--- config.mk ---
export PLATFORM = sky130hd
export DESIGN_NAME = hist_front
export DESIGN_NICKNAME = d
export VERILOG_FILES = /design/src/rtl/hist_pkg.sv /design/src/rtl/hist_front.sv
export SDC_FILE = /design/constraint.sdc
export NUM_CORES = 1
export LEC_CHECK = 0
export BUFFER_PORTS_ARGS = -buffer_cell sky130_fd_sc_hd__buf_2
export CORE_UTILIZATION = 24
export CTS_BUF_LIST = sky130_fd_sc_hd__clkbuf_4 sky130_fd_sc_hd__clkbuf_8
export DETAILED_ROUTE_END_ITERATION = 8
export MAX_ROUTING_LAYER = met4
export PLACE_DENSITY_LB_ADDON = 0.12
export SYNTH_ARGS = -nofsm -noshare
export SYNTH_HDL_FRONTEND = slang
export SYNTH_SLANG_ARGS = --single-unit
--- constraint.sdc ---
create_clock -name i_clk -period 1.97 [get_ports i_clk]
set_input_delay 0.4925 -clock i_clk [delete_from_list [all_inputs] [get_ports i_clk]]
set_output_delay 0.4925 -clock i_clk [all_outputs]
set_load 0.02 [all_outputs]
--- src/rtl/hist_pkg.sv ---
// Shared types and constants for the gray-level histogram block.
// Used by hist_front, hist_fifo, hist_back and the top level; depends on nothing.
package hist_pkg;

    localparam int PIX_W      = 8;
    localparam int IDX_W      = 8;
    localparam int OP_W       = 2;
    localparam int THR_W      = 9;
    localparam int CFG_IDX_W  = 2;
    localparam int CFG_DATA_W = 9;
    localparam int OUT_CNT_W  = 20;

    // Entries in the queue between front and back; a power of two.
    localparam int QUEUE_DEPTH = 2;

    localparam logic [OP_W-1:0] OP_ACCUM = 2'd0;
    localparam logic [OP_W-1:0] OP_READ  = 2'd1;
    localparam logic [OP_W-1:0] OP_CLEAR = 2'd2;

    localparam logic [CFG_IDX_W-1:0] CFG_MIN = 2'd0;
    localparam logic [CFG_IDX_W-1:0] CFG_MAX = 2'd1;
    localparam logic [CFG_IDX_W-1:0] CFG_THR = 2'd2;

    localparam logic [PIX_W-1:0] MIN_RESET = 8'd0;
    localparam logic [PIX_W-1:0] MAX_RESET = 8'd255;
    localparam logic [THR_W-1:0] THR_RESET = 9'd128;

    typedef enum logic [1:0] {
        ACT_NONE,
        ACT_INCR,
        ACT_READ,
        ACT_CLEAR
    } t_act;

    typedef struct packed {
        t_act             act;
        logic [IDX_W-1:0] idx;
        logic             thr_bit;
        logic             err;
    } t_cmd;

    typedef enum logic [1:0] {
        BS_CLEAR,
        BS_FETCH,
        BS_EXEC
    } t_bstate;

endpackage

--- src/rtl/hist_front.sv ---
// Front end: configuration registers and classification of incoming transactions.
// Depends on hist_pkg; feeds commands into hist_fifo.
module hist_front #(
    parameter int NUM_BINS = 256
) (
    input  logic                               i_clk,
    input  logic                               i_rst_n,
    input  logic                               i_cfg_we,
    input  logic [hist_pkg::CFG_IDX_W-1:0]     i_cfg_index,
    input  logic [hist_pkg::CFG_DATA_W-1:0]    i_cfg_data,
    input  logic                               i_valid,
    output logic                               o_ready,
    input  logic [hist_pkg::OP_W-1:0]          i_operation,
    input  logic [hist_pkg::PIX_W-1:0]         i_pixel_value,
    input  logic [hist_pkg::IDX_W-1:0]         i_bin_index,
    input  logic                               i_full,
    input  logic                               i_busy,
    output logic                               o_push,
    output hist_pkg::t_cmd                     o_cmd
);

    logic [hist_pkg::PIX_W-1:0] r_min;
    logic [hist_pkg::PIX_W-1:0] r_max;
    logic [hist_pkg::THR_W-1:0] r_thr;

    logic pix_in_bins;
    logic idx_in_bins;

    always_ff @(posedge i_clk) begin
        if (!i_rst_n) begin
            r_min <= hist_pkg::MIN_RESET;
            r_max <= hist_pkg::MAX_RESET;
            r_thr <= hist_pkg::THR_RESET;
        end else if (i_cfg_we) begin
            case (i_cfg_index)
                hist_pkg::CFG_MIN: r_min <= i_cfg_data[hist_pkg::PIX_W-1:0];
                hist_pkg::CFG_MAX: r_max <= i_cfg_data[hist_pkg::PIX_W-1:0];
                hist_pkg::CFG_THR: r_thr <= i_cfg_data[hist_pkg::THR_W-1:0];
                default: ;
            endcase
        end
    end

    assign o_ready     = !i_full && !i_busy;
    assign o_push      = i_valid && o_ready;
    assign pix_in_bins = 32'(i_pixel_value) < 32'(NUM_BINS);
    assign idx_in_bins = 32'(i_bin_index) < 32'(NUM_BINS);

    always_comb begin
        o_cmd.act     = hist_pkg::ACT_NONE;
        o_cmd.idx     = i_bin_index;
        o_cmd.thr_bit = 1'b0;
        o_cmd.err     = 1'b0;
        case (i_operation)
            hist_pkg::OP_ACCUM: begin
                o_cmd.idx     = i_pixel_value;
                o_cmd.thr_bit = {1'b0, i_pixel_value} >= r_thr;
                if (i_pixel_value < r_min || i_pixel_value > r_max || !pix_in_bins) begin
                    o_cmd.err = 1'b1;
                end else begin
                    o_cmd.act = hist_pkg::ACT_INCR;
                end
            end
            hist_pkg::OP_READ: begin
                if (idx_in_bins) begin
                    o_cmd.act = hist_pkg::ACT_READ;
                end else begin
                    o_cmd.err = 1'b1;
                end
            end
            hist_pkg::OP_CLEAR: begin
                if (idx_in_bins) begin
                    o_cmd.act = hist_pkg::ACT_CLEAR;
                end else begin
                    o_cmd.err = 1'b1;
                end
            end
            default: ;
        endcase
    end

endmodule

==> results.txt <==
WL final - 4.36 mm
die height - 85.0 um
worst-case headroom to the max-slew limit - 73.0%
ys flop type - dfxtp_1
failing checks - setup timing
final net count - 329
Worst Reg-to-Reg Cells - 7
Crit Reg-Reg Endpoint - r_min[6]
Power Density - 490 nW/um2
max capacitance violation total - 0
worst-path maximum fanout - 2
area grow syn2layout - 53.3%
Yosys reg bits - 25
Congestion Overflow GR - 0
Remaining DRCs - 0
CTS Root Cell - clkbuf_8
worst vdd ir - 0.246 mV
outcome - finished with violations
Reg2Reg Launch Point - r_min[6]
num rows - 29
post-synthesis sequential area ratio - 30.3%
static leakage - 1.15 nW
total CTS buffers - 3
CP Capture Point - o_cmd[0]
family with the most delay on the worst path - compound AO/OA/AOI/OAI gates
Via density - 4.24
Critical Path End Type - primary output
first-pass GRT wire length - 7.25 mm
Final Wtd Congestion - 0.758
DR pass1 iterations - 4
initial antenna violation count - 0
HP Class - input pin to register
max incr delay on CP - 330 ps
most frequent CP cell - buf_4
Initial Utilization - 25.5%
CP Launch Type - register
multi-input logic area - 1230 um2
largest net degree at the start of global routing - 26
setup violators final - 3
clk buf depth - 2
crit path cell chain - inv_2, ha_4, a21o_1, a221oi_2, o21ai_2, buf_4, a31oi_2, buf_4
via count - 1,467
hpwl dp - 3.39 mm
async set or reset register ratio after synthesis - 0%
Final Critical Period - 2320 ps
critical setup path kind - register to primary output
Post-DRT Antenna Nets - 0
Clock transition at path regs - 100 ps
RSZ-0062 raised after global routing - yes
period utilization - 118%
Setup Skew - 0 ps
Slew Limit Fails - 0
WP data required - 1480 ps
synth warn - 0
Storage cell area - 508 um2
Tot GR Track Use - 13.1%
diode count - 0
drt wl/cell - 12.6 um
share of layout cells above drive strength 1 - 50.6%
placed standard-cell area - 2290 um2
H-tree Lvls - 1
DIE AREA - 7230 um2
Core ar. - 6490 um2
fin area - 2530 um2
WP buf/inv - 3
total clock sinks - 25
Mapped Area - 1650 um2
Post-synth EDFFs - 0
Clock Latency Late Sink - 270 ps
post-synth net total - 245
crit path DAT - 1830 ps
R2R Setup Slk - 930 ps
CTS tree - built
DP Worst Slack - -459 ps
Critical Path Slowest Stage Cell - dfxtp_2
final hold violation count - 0
final worst slack - -355 ps
syn avg cell area - 8.89 um2
CP startpoint - r_min[6]
Stages on worst setup path - 8
synth unique cells - 34
Cells after Synth - 186
iteration-0 DRC count of the detailed router - 41
port bufs - 48
chip width - 85.0 um
Boundary Pins - 49
Setup TNS - -964 ps
Worst Max-Slew Pin Slew - 405 ps
filler cell count - 681
vias in the first global route - 1,485
Fmax achieved - 0.430 GHz
routing by layer:
layer  up-vias  part of all wire, %  track usage [%]
met5         -                    0                -
met4         0                 0.55             3.24
met3         2                  3.4             1.95
met2        30                   41             19.6
met1       627                   55             18.5
li1        808                    -                -
sequential cells by signal, summed over array words and instances (netlist names):
register and cells:
r_thr 9, r_max 8, r_min 8
placed cells by master, fill, tap and decap left out, types with 2 or more instances in the layout:
cell type	synthesis	final
buf_4	2	41
buf_2	1	40
dfxtp_1	25	19
nor2b_1	17	17
inv_1	26	15
ha_1	24	13
nand2_1	12	12
inv_2	0	11
ha_4	0	11
nor2_1	10	10
a21oi_1	11	10
o211ai_1	9	9
mux2i_1	10	9
mux2_2	8	8
dfxtp_2	0	6
a21o_1	4	4
buf_6	1	4
nand4_1	3	3
clkbuf_8	0	3
o21ai_1	2	2
o21ai_0	3	2
kinds of logic after synthesis:
kind of cell               share of synthesized area, %
AOI/OAI and AO/OA                                  14.9
adders and majority gates                          18.2
buffers and inverters                              8.24
DFF                                                30.3
muxes                                              11.5
and+or+nand+nor                                    16.9
per-stage QoR:
stage,cells,utilization [%],power (mW),hold slack [ps]
floorplan,186,-,0.734,468
global placement,339,35.3,0.888,490
detailed placement,339,35.3,0.887,500
CTS,345,38.5,1.25,474
global route,346,39.0,1.33,483
finish,346,39.0,1.24,476
where the power goes:
part | switching [mW] | internal, mW | leakage [nW]
logic | 0.186 | 0.201 | 0.927
registers | 0.00801 | 0.526 | 0.206
clock network | 0.178 | 0.144 | 0.0217
total | 0.372 | 0.870 | 1.15
repair_timing:
action / 4_1_cts / 5_1_grt
endpoints found under the hold margin: 0 / 0
gates resized for setup: 35 / 8
endpoints found under the setup margin: 11 / 11
hold buffers: 0 / 0
pin swaps: 15 / 5
buffers inserted: 2 / 1
cell usage after synthesis (2+ instances only):
master | count | area share [%]
mux2_2 | 8 | 5.4
o21ai_0 | 3 | 0.91
dfxtp_1 | 25 | 30
a21oi_1 | 11 | 3.3
a21o_1 | 4 | 1.8
clkbuf_1 | 2 | 0.45
o211ai_1 | 9 | 4.1
buf_4 | 2 | 0.91
nand2_1 | 12 | 2.7
nor2b_1 | 17 | 6.4
nand4_1 | 3 | 1.1
mux2i_1 | 10 | 6.1
ha_1 | 24 | 18
inv_1 | 26 | 5.9
o21ai_1 | 2 | 0.61
nor2_1 | 10 | 2.3
cell type report:
type / count / share of cell area, %
Clock inverter: 1 / 0.296
Clock buffer: 3 / 1.63
Sequential cell: 25 / 20.0
Inverter: 26 / 3.85
Tap cell: 77 / 3.80
Timing Repair Buffer: 85 / 21.8
Multi-Input combinational cell: 129 / 48.6
worst min-delay path: cells and delay by family:
family,cells,cell delay [ps]
AND/OR/NAND/NOR,1,50
buffers and inverters,1,100
AO/OA/AOI/OAI,1,80
worst min-delay path by stage:
stage / startpoint / to / slack (ps) / depth (start not counted)
3_3_place_gp: r_max[0] / r_max[0] / 490 / 2
6_report: i_cfg_data[6] / r_max[6] / 480 / 3
3_5_place_dp: r_max[0] / r_max[0] / 500 / 2
2_1_floorplan: r_max[0] / r_max[0] / 470 / 2
5_1_grt: i_cfg_data[7] / r_max[7] / 480 / 3
4_1_cts: i_cfg_data[8] / r_thr[8] / 470 / 3
No activity file was read; power rests on OpenSTA's default activity.
