## config.mk

```make
export PLATFORM = sky130hd
export DESIGN_NAME = hist_fifo
export DESIGN_NICKNAME = d
export VERILOG_FILES = /design/src/rtl/hist_pkg.sv /design/src/rtl/hist_fifo.sv
export SDC_FILE = /design/constraint.sdc
export NUM_CORES = 1
export LEC_CHECK = 0
export ABC_AREA = 0
export BUFFER_PORTS_ARGS = -buffer_cell sky130_fd_sc_hd__buf_2
export CAP_MARGIN = 20
export CORE_MARGIN = 10
export CORE_UTILIZATION = 40
export DETAILED_ROUTE_END_ITERATION = 16
export MAX_ROUTING_LAYER = met4
export PLACE_DENSITY_LB_ADDON = 0.08
export SETUP_SLACK_MARGIN = 0.15
export SYNTH_ARGS = -nofsm -noshare
export SYNTH_HDL_FRONTEND = slang
export SYNTH_SLANG_ARGS = --single-unit
export TNS_END_PERCENT = 30
```

## constraint.sdc

```tcl
create_clock -name i_clk -period 1.22 [get_ports i_clk]
set_input_delay 0.244 -clock i_clk [delete_from_list [all_inputs] [get_ports i_clk]]
set_output_delay 0.244 -clock i_clk [all_outputs]
set_load 0.05 [all_outputs]
```

## src/rtl/hist_pkg.sv

```systemverilog
// Shared types and constants for the gray-level histogram block.
// Used by hist_front, hist_fifo, hist_back and the top level; depends on nothing.
package hist_pkg;

    localparam int PIX_W      = 8;
    localparam int IDX_W      = 8;
    localparam int OP_W       = 2;
    localparam int THR_W      = 9;
    localparam int CFG_IDX_W  = 2;
    localparam int CFG_DATA_W = 9;
    localparam int OUT_CNT_W  = 20;

    // Entries in the queue between front and back; a power of two.
    localparam int QUEUE_DEPTH = 2;

    localparam logic [OP_W-1:0] OP_ACCUM = 2'd0;
    localparam logic [OP_W-1:0] OP_READ  = 2'd1;
    localparam logic [OP_W-1:0] OP_CLEAR = 2'd2;

    localparam logic [CFG_IDX_W-1:0] CFG_MIN = 2'd0;
    localparam logic [CFG_IDX_W-1:0] CFG_MAX = 2'd1;
    localparam logic [CFG_IDX_W-1:0] CFG_THR = 2'd2;

    localparam logic [PIX_W-1:0] MIN_RESET = 8'd0;
    localparam logic [PIX_W-1:0] MAX_RESET = 8'd255;
    localparam logic [THR_W-1:0] THR_RESET = 9'd128;

    typedef enum logic [1:0] {
        ACT_NONE,
        ACT_INCR,
        ACT_READ,
        ACT_CLEAR
    } t_act;

    typedef struct packed {
        t_act             act;
        logic [IDX_W-1:0] idx;
        logic             thr_bit;
        logic             err;
    } t_cmd;

    typedef enum logic [1:0] {
        BS_CLEAR,
        BS_FETCH,
        BS_EXEC
    } t_bstate;

endpackage

```

## src/rtl/hist_fifo.sv

```systemverilog
// Short command queue that decouples the front end from the bin store.
// Depends on hist_pkg for the command type and depth.
module hist_fifo (
    input  logic           i_clk,
    input  logic           i_rst_n,
    input  logic           i_push,
    input  hist_pkg::t_cmd i_cmd,
    input  logic           i_pop,
    output logic           o_full,
    output logic           o_valid,
    output hist_pkg::t_cmd o_cmd
);

    localparam int PTR_W = (hist_pkg::QUEUE_DEPTH > 1) ? $clog2(hist_pkg::QUEUE_DEPTH) : 1;
    localparam int CNT_W = $clog2(hist_pkg::QUEUE_DEPTH + 1);

    hist_pkg::t_cmd   r_q [hist_pkg::QUEUE_DEPTH];
    logic [PTR_W-1:0] r_wptr;
    logic [PTR_W-1:0] r_rptr;
    logic [CNT_W-1:0] r_count;

    always_ff @(posedge i_clk) begin
        if (!i_rst_n) begin
            r_wptr  <= '0;
            r_rptr  <= '0;
            r_count <= '0;
        end else begin
            if (i_push) begin
                r_wptr <= r_wptr + 1'b1;
            end
            if (i_pop) begin
                r_rptr <= r_rptr + 1'b1;
            end
            if (i_push && !i_pop) begin
                r_count <= r_count + 1'b1;
            end else if (!i_push && i_pop) begin
                r_count <= r_count - 1'b1;
            end
        end
    end

    always_ff @(posedge i_clk) begin
        if (i_push) begin
            r_q[r_wptr] <= i_cmd;
        end
    end

    assign o_full  = r_count == CNT_W'(hist_pkg::QUEUE_DEPTH);
    assign o_valid = r_count != '0;
    assign o_cmd   = r_q[r_rptr];

endmodule

```

==> results of run 1 <==
area by class of cell:
cell class                 instances  area (um^2)
clock buffer                       6         41.3
clock inverter                     2         33.8
fill                             199          927
inverter                           1         3.75
multi-input combinational         28          293
sequential                        29          827
tap                               30         37.5
timing repair buffer              36          359
registers in the layout, summed over array words and instances (netlist names), named ones only:
register	cells
r_q	24
r_rptr	1
r_count	2
r_wptr	1
cells in the mapped netlist, drive strengths merged, types with 2 or more instances:
master  number  area share
and2         4       0.023
edfxtp      24        0.67
xor2         2       0.016
mux2        12        0.12
dfxtp        5       0.092
nor2b        2       0.012
per-stage QoR:
stage               cell area (um^2)   util
floorplan                       1080      -
global placement                1340  0.531
detailed placement              1340  0.531
CTS                             1600  0.632
global route                    1600  0.632
finish                          1600  0.632
path summary, 6_finish.rpt:
check | startpoint | end | slack, ns | cells after the start
max reg2reg | r_count[0]$_SDFFE_PN0P_ | r_count[1]$_SDFFE_PN0P_ | 0.20 | 3
max | flip-flop | o_cmd[0] | -0.31 | 3
min | i_cmd[9] | r_q[0][9]$_DFFE_PP_ | 0.10 | 1
min reg2reg | r_count[1]$_SDFFE_PN0P_ | r_count[1]$_SDFFE_PN0P_ | 0.49 | 2
repair_timing:
| action | in CTS | in global routing |
|---|---|---|
| buffers inserted | 0 | 0 |
| cloned | 0 | 0 |
| hold buffers | 0 | 0 |
| setup endpoints to repair | 14 | 14 |
| gates resized for setup | 55 | 0 |
metal layers:
layer  track usage  part of all wire
met5             -                 0
met4        0.0581             0.025
met3        0.0422             0.061
met2         0.162              0.53
met1        0.0879              0.38
worst max-delay path, stage by stage (launching register included):
cell	delay, ns
sky130_fd_sc_hd__dfxtp_4	0.38
sky130_fd_sc_hd__buf_6	0.11
sky130_fd_sc_hd__mux2_2	0.33
sky130_fd_sc_hd__buf_6	0.15
cells in the final DEF, fill, tap and decap left out, types with 2 or more instances in the layout:
master,synthesis,final
sky130_fd_sc_hd__clkbuf_4,0,5
sky130_fd_sc_hd__xor2_1,2,2
sky130_fd_sc_hd__buf_8,0,10
sky130_fd_sc_hd__dfxtp_1,5,2
sky130_fd_sc_hd__buf_12,0,2
sky130_fd_sc_hd__buf_2,1,15
sky130_fd_sc_hd__buf_4,0,2
sky130_fd_sc_hd__buf_6,0,7
sky130_fd_sc_hd__edfxtp_1,24,24
sky130_fd_sc_hd__and2_1,4,4
sky130_fd_sc_hd__mux2_2,12,2
sky130_fd_sc_hd__dfxtp_2,0,2
sky130_fd_sc_hd__mux2_4,0,10
cell families (layout without fill, tap and decap cells):
family / Yosys count / count (layout) / share of synthesized area
XOR/XNOR: 3 / 3 / 0.0243
AND/OR/NAND/NOR: 9 / 9 / 0.0543
AO/OA/AOI/OAI: 3 / 3 / 0.0185
flip-flops: 29 / 29 / 0.758
adder cells (fa/ha/maj): 1 / 1 / 0.0116
buffers and inverters: 2 / 45 / 0.00808
multiplexers: 12 / 12 / 0.125
report_power, final:
part           switching, mW  internal [mW]
clock network          0.318          0.426
logic                  0.319          0.279
registers             0.0284           1.14
total                  0.665           1.84
==> impl_results.md, run 1 <==
* Setup repair after global routing missed its margin: yes
* Io pins at 30
* Slew HR at 0.885
* Number of global-route vias before repair at 761
* VDD IR-drop max at approximately 1100 uV
* Cell Count Post-Placement at 124
* Type of destination of the critical path: output port
* Clock transition at the register clock pins on the worst setup and hold paths after CTS at about 0.090 ns
* Fraction of the yosys area taken by sequential cells at 0.758
* Drt via density at 4.85
* DR iter-0 viols at 17
* H-tree depth at 2
* CTS tree: built
* Antenna-violating nets left at 0
* Worst Path Max Fanout at 3
* Slack of the critical path at -0.312 ns
* Clock tree root driver cell: sky130_fd_sc_hd__clkbuf_4
* #FFs+latches synth at 29
* Data required, critical path at 0.98 ns
* Tot Pwr at around 2.5 mW
* Global placer's final weighted congestion at 0.680
* Tightest Hold Check Type: input port to flip-flop
* # diodes at 0
* Power per standard cell area at roughly 1600 nW/um^2
* Non-Filler Instances at 132
* Pre-Repair DR Iteration Count at 4
* Slew at the pin closest to its max-slew limit at 0.171 ns
* Number of enable flip-flop cells after synthesis at 24
* Pre-CTS worst setup slack at -0.0810 ns
* Flip-flop cell with the highest count after synthesis: sky130_fd_sc_hd__edfxtp_1
* DRT Wirelength at 2190 um
* Largest net degree at the start of global routing at 13
* Die Y-Extent at 72.0 um
* Max capacitance violation total at 0
* Hold WS at 0.104 ns
* Area growth from synthesis to final layout at 47.4%
* Violations in the final reports: negative setup slack
* Placed wire-length estimate after detailed placement at 1480 um
* Routed length per instance at 16.6 um
* Number of nets in the finished design at approximately 120
* Number of hold violations in the final report at 0
* Achievable clock frequency at 653 MHz
* Slew Limit Fails at 0
* Overflow after GRT at 0
* Synthesized area at 1080 um^2
* Leakage component of the power at 0.654 nW
* Global Route Usage Sum at 0.0960
* Worst setup SP type: flip-flop
* Number of antenna violations at the first check in global routing at 0
* DRC violation count after routing at 0
* Placeable core area at 2520 um^2
* Maximum root-to-sink buffer count at 2
* IO Port Bufs at 29
* Wire length of the first global-routing pass at 3590 um
* Post-route fraction of the period consumed by the critical path at 1.26
* Row Count at 18
* Starting Density at 0.429
* FFs w/ async S/R, synth at 0
* Setup-failing EPs final at 14
* Synth cell types at 16
* Floorplan die area at 5190 um^2
* Clock buffers created by TritonCTS at 5
* Mean Syn Cell Area at 18.3 um^2
* Status: finished, violations left
* Worst clock skew on the final layout at ~0.0054 ns
* Gate count of the mapped netlist at 59
* Number of nets produced by synthesis at 76
* Clock sinks at 29
* Yosys warnings at 0
* Type of the worst setup path: flip-flop to output port
* Clock insertion delay at the later pin of the skew report at 0.32 ns
* Die Width at 72.0 um
* Post-layout minimum cycle time at 1.53 ns
* Overall via count from detail_route at 640
* Final sum of negative setup slack at -3.85 ns
* Critical Path AT at 1.29 ns
* Fraction of layout cells with a size suffix above 1 at 0.588
Power figures use the tool's default switching activity.
==> run 2: changes to the inputs <==
--- a/config.mk
+++ b/config.mk
@@ -13,6 +13,7 @@
 export DETAILED_ROUTE_END_ITERATION = 16
 export MAX_ROUTING_LAYER = met4
 export PLACE_DENSITY_LB_ADDON = 0.08
+export REMOVE_ABC_BUFFERS = 1
 export SETUP_SLACK_MARGIN = 0.15
 export SYNTH_ARGS = -nofsm -noshare
 export SYNTH_HDL_FRONTEND = slang
==> constraint.sdc (replaced) <==
create_clock -name i_clk -period 1.3 [get_ports i_clk]
set_input_delay 0.26 -clock i_clk [delete_from_list [all_inputs] [get_ports i_clk]]
set_output_delay 0.26 -clock i_clk [all_outputs]
set_load 0.05 [all_outputs]
==> impl_results.md, run 2 (synthesized netlist as in run 1, its figures left out) <==
* Status: finished, violations left (unchanged)
* Violations in the final reports: negative setup slack (unchanged)
* Internal portion of total power at 1.53 mW (was 1.84 mW)
* Global Route Usage Sum at 0.0852 (was 0.0960)
* Die Width at 72.0 um (unchanged)
* Setup repair after global routing missed its margin: yes (unchanged)
* Floorplan die area at 5190 um^2 (unchanged)
* Net switching fraction of the power at 0.283 (was 0.265)
* Setup-failing EPs final at 14 (unchanged)
* Slack of the critical path at -0.252 ns (was -0.312 ns)
* Tot Pwr at 2.14 mW (was 2.51 mW)
* Routed length per instance at 14.9 um (was 16.6 um)
* Largest registers: r_q (24), r_count (2) (unchanged)
* Clock insertion delay at the later pin of the skew report at 0.32 ns (about the same)
* Most common library cell in the layout ignoring fill and taps: sky130_fd_sc_hd__edfxtp_1 (unchanged)
* Number of flip-flops in the largest register at 24 (unchanged)
* Data required, critical path at 1.04 ns (was 0.98 ns)
* Post-route fraction of the period consumed by the critical path at 1.19
* Clock sinks at 29 (unchanged)
* Critical Path AT at 1.29 ns (about the same)
* Share of power burned in registers at 0.512 (was 0.465)
* Number of global-route vias before repair at 708 (was 761)
* Overflow after GRT at 0 (unchanged)
* Max capacitance violation total at 0 (unchanged)
* Die Y-Extent at 72.0 um (unchanged)
* Power per standard cell area at 1380 nW/um^2 (was 1570 nW/um^2)
* Drt via density at 4.75 (was 4.85)
* Hold WS at 0.123 ns (was 0.104 ns)
* Area used by sequential logic in the layout at 827 um^2 (unchanged)
* Filler instances at 218 (was 199)
* Pre-Repair DR Iteration Count at 2 (was 4)
* Type of the worst setup path: flip-flop to output port (unchanged)
* Number of antenna violations at the first check in global routing at 0 (unchanged)
* Hold-critical path depth at 1 (unchanged)
* Worst clock skew on the final layout at 0.00235 ns (was 0.00538 ns)
* # diodes at 0 (unchanged)
* Io pins at 30 (unchanged)
* DRC violation count after routing at 0 (unchanged)
* Area growth from synthesis to final layout at 43.4% (was 47.4%)
* Tightest Hold Check Type: input port to flip-flop (unchanged)
* Non-Filler Instances at 131 (was 132)
* Clk network pwr share at 0.229 (was 0.297)
* Antenna-violating nets left at 0 (unchanged)
* Reg-to-reg endpoint: r_count[1]$_SDFFE_PN0P_ (unchanged)
* Achievable clock frequency at 644 MHz
* Global placer's final weighted congestion at 0.601 (was 0.680)
* Startpoint of the worst-slack reg-to-reg timing path: r_count[0]$_SDFFE_PN0P_ (unchanged)
* Number of hold violations in the final report at 0 (unchanged)
* Row Count at 18 (unchanged)
* Clock transition at the register clock pins on the worst setup and hold paths after CTS at 0.08 ns (was 0.09 ns)
* Footprint of the multi-input gates at 298 um^2 (was 293 um^2)
* Cell Count Post-Placement at 123 (was 124)
* Slew Limit Fails at 0 (unchanged)
* Maximum root-to-sink buffer count at 2 (unchanged)
* Slew at the pin closest to its max-slew limit at 0.131 ns (was 0.171 ns)
* Starting Density at 0.429 (unchanged)
* Fraction of layout cells with a size suffix above 1 at 0.584 (was 0.588)
* Leakage component of the power at 0.644 nW (was 0.654 nW)
* Clock buffers created by TritonCTS at 5 (unchanged)
* Worst Reg2Reg Path Length in Cells at 3 (unchanged)
* Switching Power at 0.604 mW (was 0.665 mW)
* Final Core Density at 0.615 (was 0.632)
* DR iter-0 viols at 42 (was 17)
* Largest net degree at the start of global routing at 10 (was 13)
* Number of nets in the finished design at 117 (was 118)
* Wire length of the first global-routing pass at 3240 um (was 3590 um)
* Worst setup SP type: flip-flop (unchanged)
* Slew HR at 0.912 (was 0.885)
* Commonest cells after routing, fill and taps aside: sky130_fd_sc_hd__edfxtp_1 (24), sky130_fd_sc_hd__buf_2 (15), sky130_fd_sc_hd__buf_8 (13) (was sky130_fd_sc_hd__edfxtp_1 (24), sky130_fd_sc_hd__buf_2 (15), sky130_fd_sc_hd__mux2_4 (10), sky130_fd_sc_hd__buf_8 (10), sky130_fd_sc_hd__buf_6 (7))
* IO Port Bufs at 29 (unchanged)
* Type of destination of the critical path: output port (unchanged)
* Hold buffer count at CTS at 0 (unchanged)
* H-tree depth at 2 (unchanged)
* Placeable core area at 2520 um^2 (unchanged)
* Worst Path Max Fanout at 6 (was 3)
* Combinational fraction of design power at 0.259 (was 0.238)
* Register-to-register setup slack at 0.28 ns (was 0.20 ns)
* CTS tree: built (unchanged)
* Clock tree root driver cell: sky130_fd_sc_hd__clkbuf_4 (unchanged)
* VDD IR-drop max at 930 uV (was 1110 uV)
* Overall via count from detail_route at 622 (was 640)
* Start point of the worst min-delay path: i_cmd[7] (was i_cmd[9])
* Register with the most flip-flops: r_q (unchanged)
* DRT Wirelength at 1950 um (was 2190 um)
* Worst hold path endpoint: r_q[0][7]$_DFFE_PP_ (was r_q[0][9]$_DFFE_PP_)
* Post-layout minimum cycle time at 1.55 ns
==> run 2: changes by cell type in the layout (fill, tap and decap cells not counted), sizes merged <==
cell / delta
clkinv: +1
bufinv: -1
buf: -1
==> run 2: timing repair <==
action                     4_1_cts  5_1_grt
hold endpoints to repair         0        0
gates resized for setup         56        3
buffers inserted                 0        0
setup endpoints to repair       14       14
==> run 2: how the worst max path moves through the flow <==
stage,cells after the start,end,from,slack [ns]
floorplan,1,o_cmd[0],flip-flop,0.004
global placement,3,o_cmd[9],flip-flop,0.03
detailed placement,3,o_cmd[10],flip-flop,0.03
CTS,3,o_cmd[10],flip-flop,-0.27
global route,3,o_cmd[8],flip-flop,-0.30
finish,3,o_cmd[11],flip-flop,-0.25
==> run 2: metrics by stage <==
stage | worst slack, ns | instance area, um^2 | setup TNS, ns
final | -0.252 | 1550 | -3.05
after global routing | -0.300 | 1550 | -3.72
after CTS | -0.268 | 1540 | -3.30
after detailed placement | 0.0264 | 1310 | 0
after global placement | 0.0314 | 1310 | 0
after floorplan | 0.00394 | 1080 | 0
==> run 2: cell type report <==
cell class | count | area share
flip-flops and latches | 29 | 0.533
repair buffers | 35 | 0.215
clock inverters | 2 | 0.00645
well taps | 30 | 0.0242
multi-input cells | 28 | 0.192
inverters | 1 | 0.00242
clock buffers | 6 | 0.0266
==> run 2: worst max-delay path: stages (launching register included) <==
cell and delay [ns]:
sky130_fd_sc_hd__dfxtp_2 0.36, sky130_fd_sc_hd__buf_6 0.15, sky130_fd_sc_hd__mux2_4 0.31, sky130_fd_sc_hd__buf_8 0.15
==> run 2: power by group through the flow <==
stage | sequential (mW) | combinational (mW) | clock (mW)
after floorplan | 1.11 | 0.291 | 0
after global placement | 1.11 | 0.410 | 0
after detailed placement | 1.11 | 0.414 | 0
after CTS | 1.09 | 0.557 | 0.517
after global routing | 1.10 | 0.582 | 0.550
final | 1.09 | 0.552 | 0.490
==> run 2: per-layer routing <==
layer,vias up,GRT usage,part of all wire
met5,-,-,0
met3,6,0.0395,0.061
li1,301,-,-
met4,0,0.0645,0.024
met2,20,0.130,0.51
met1,295,0.0828,0.41
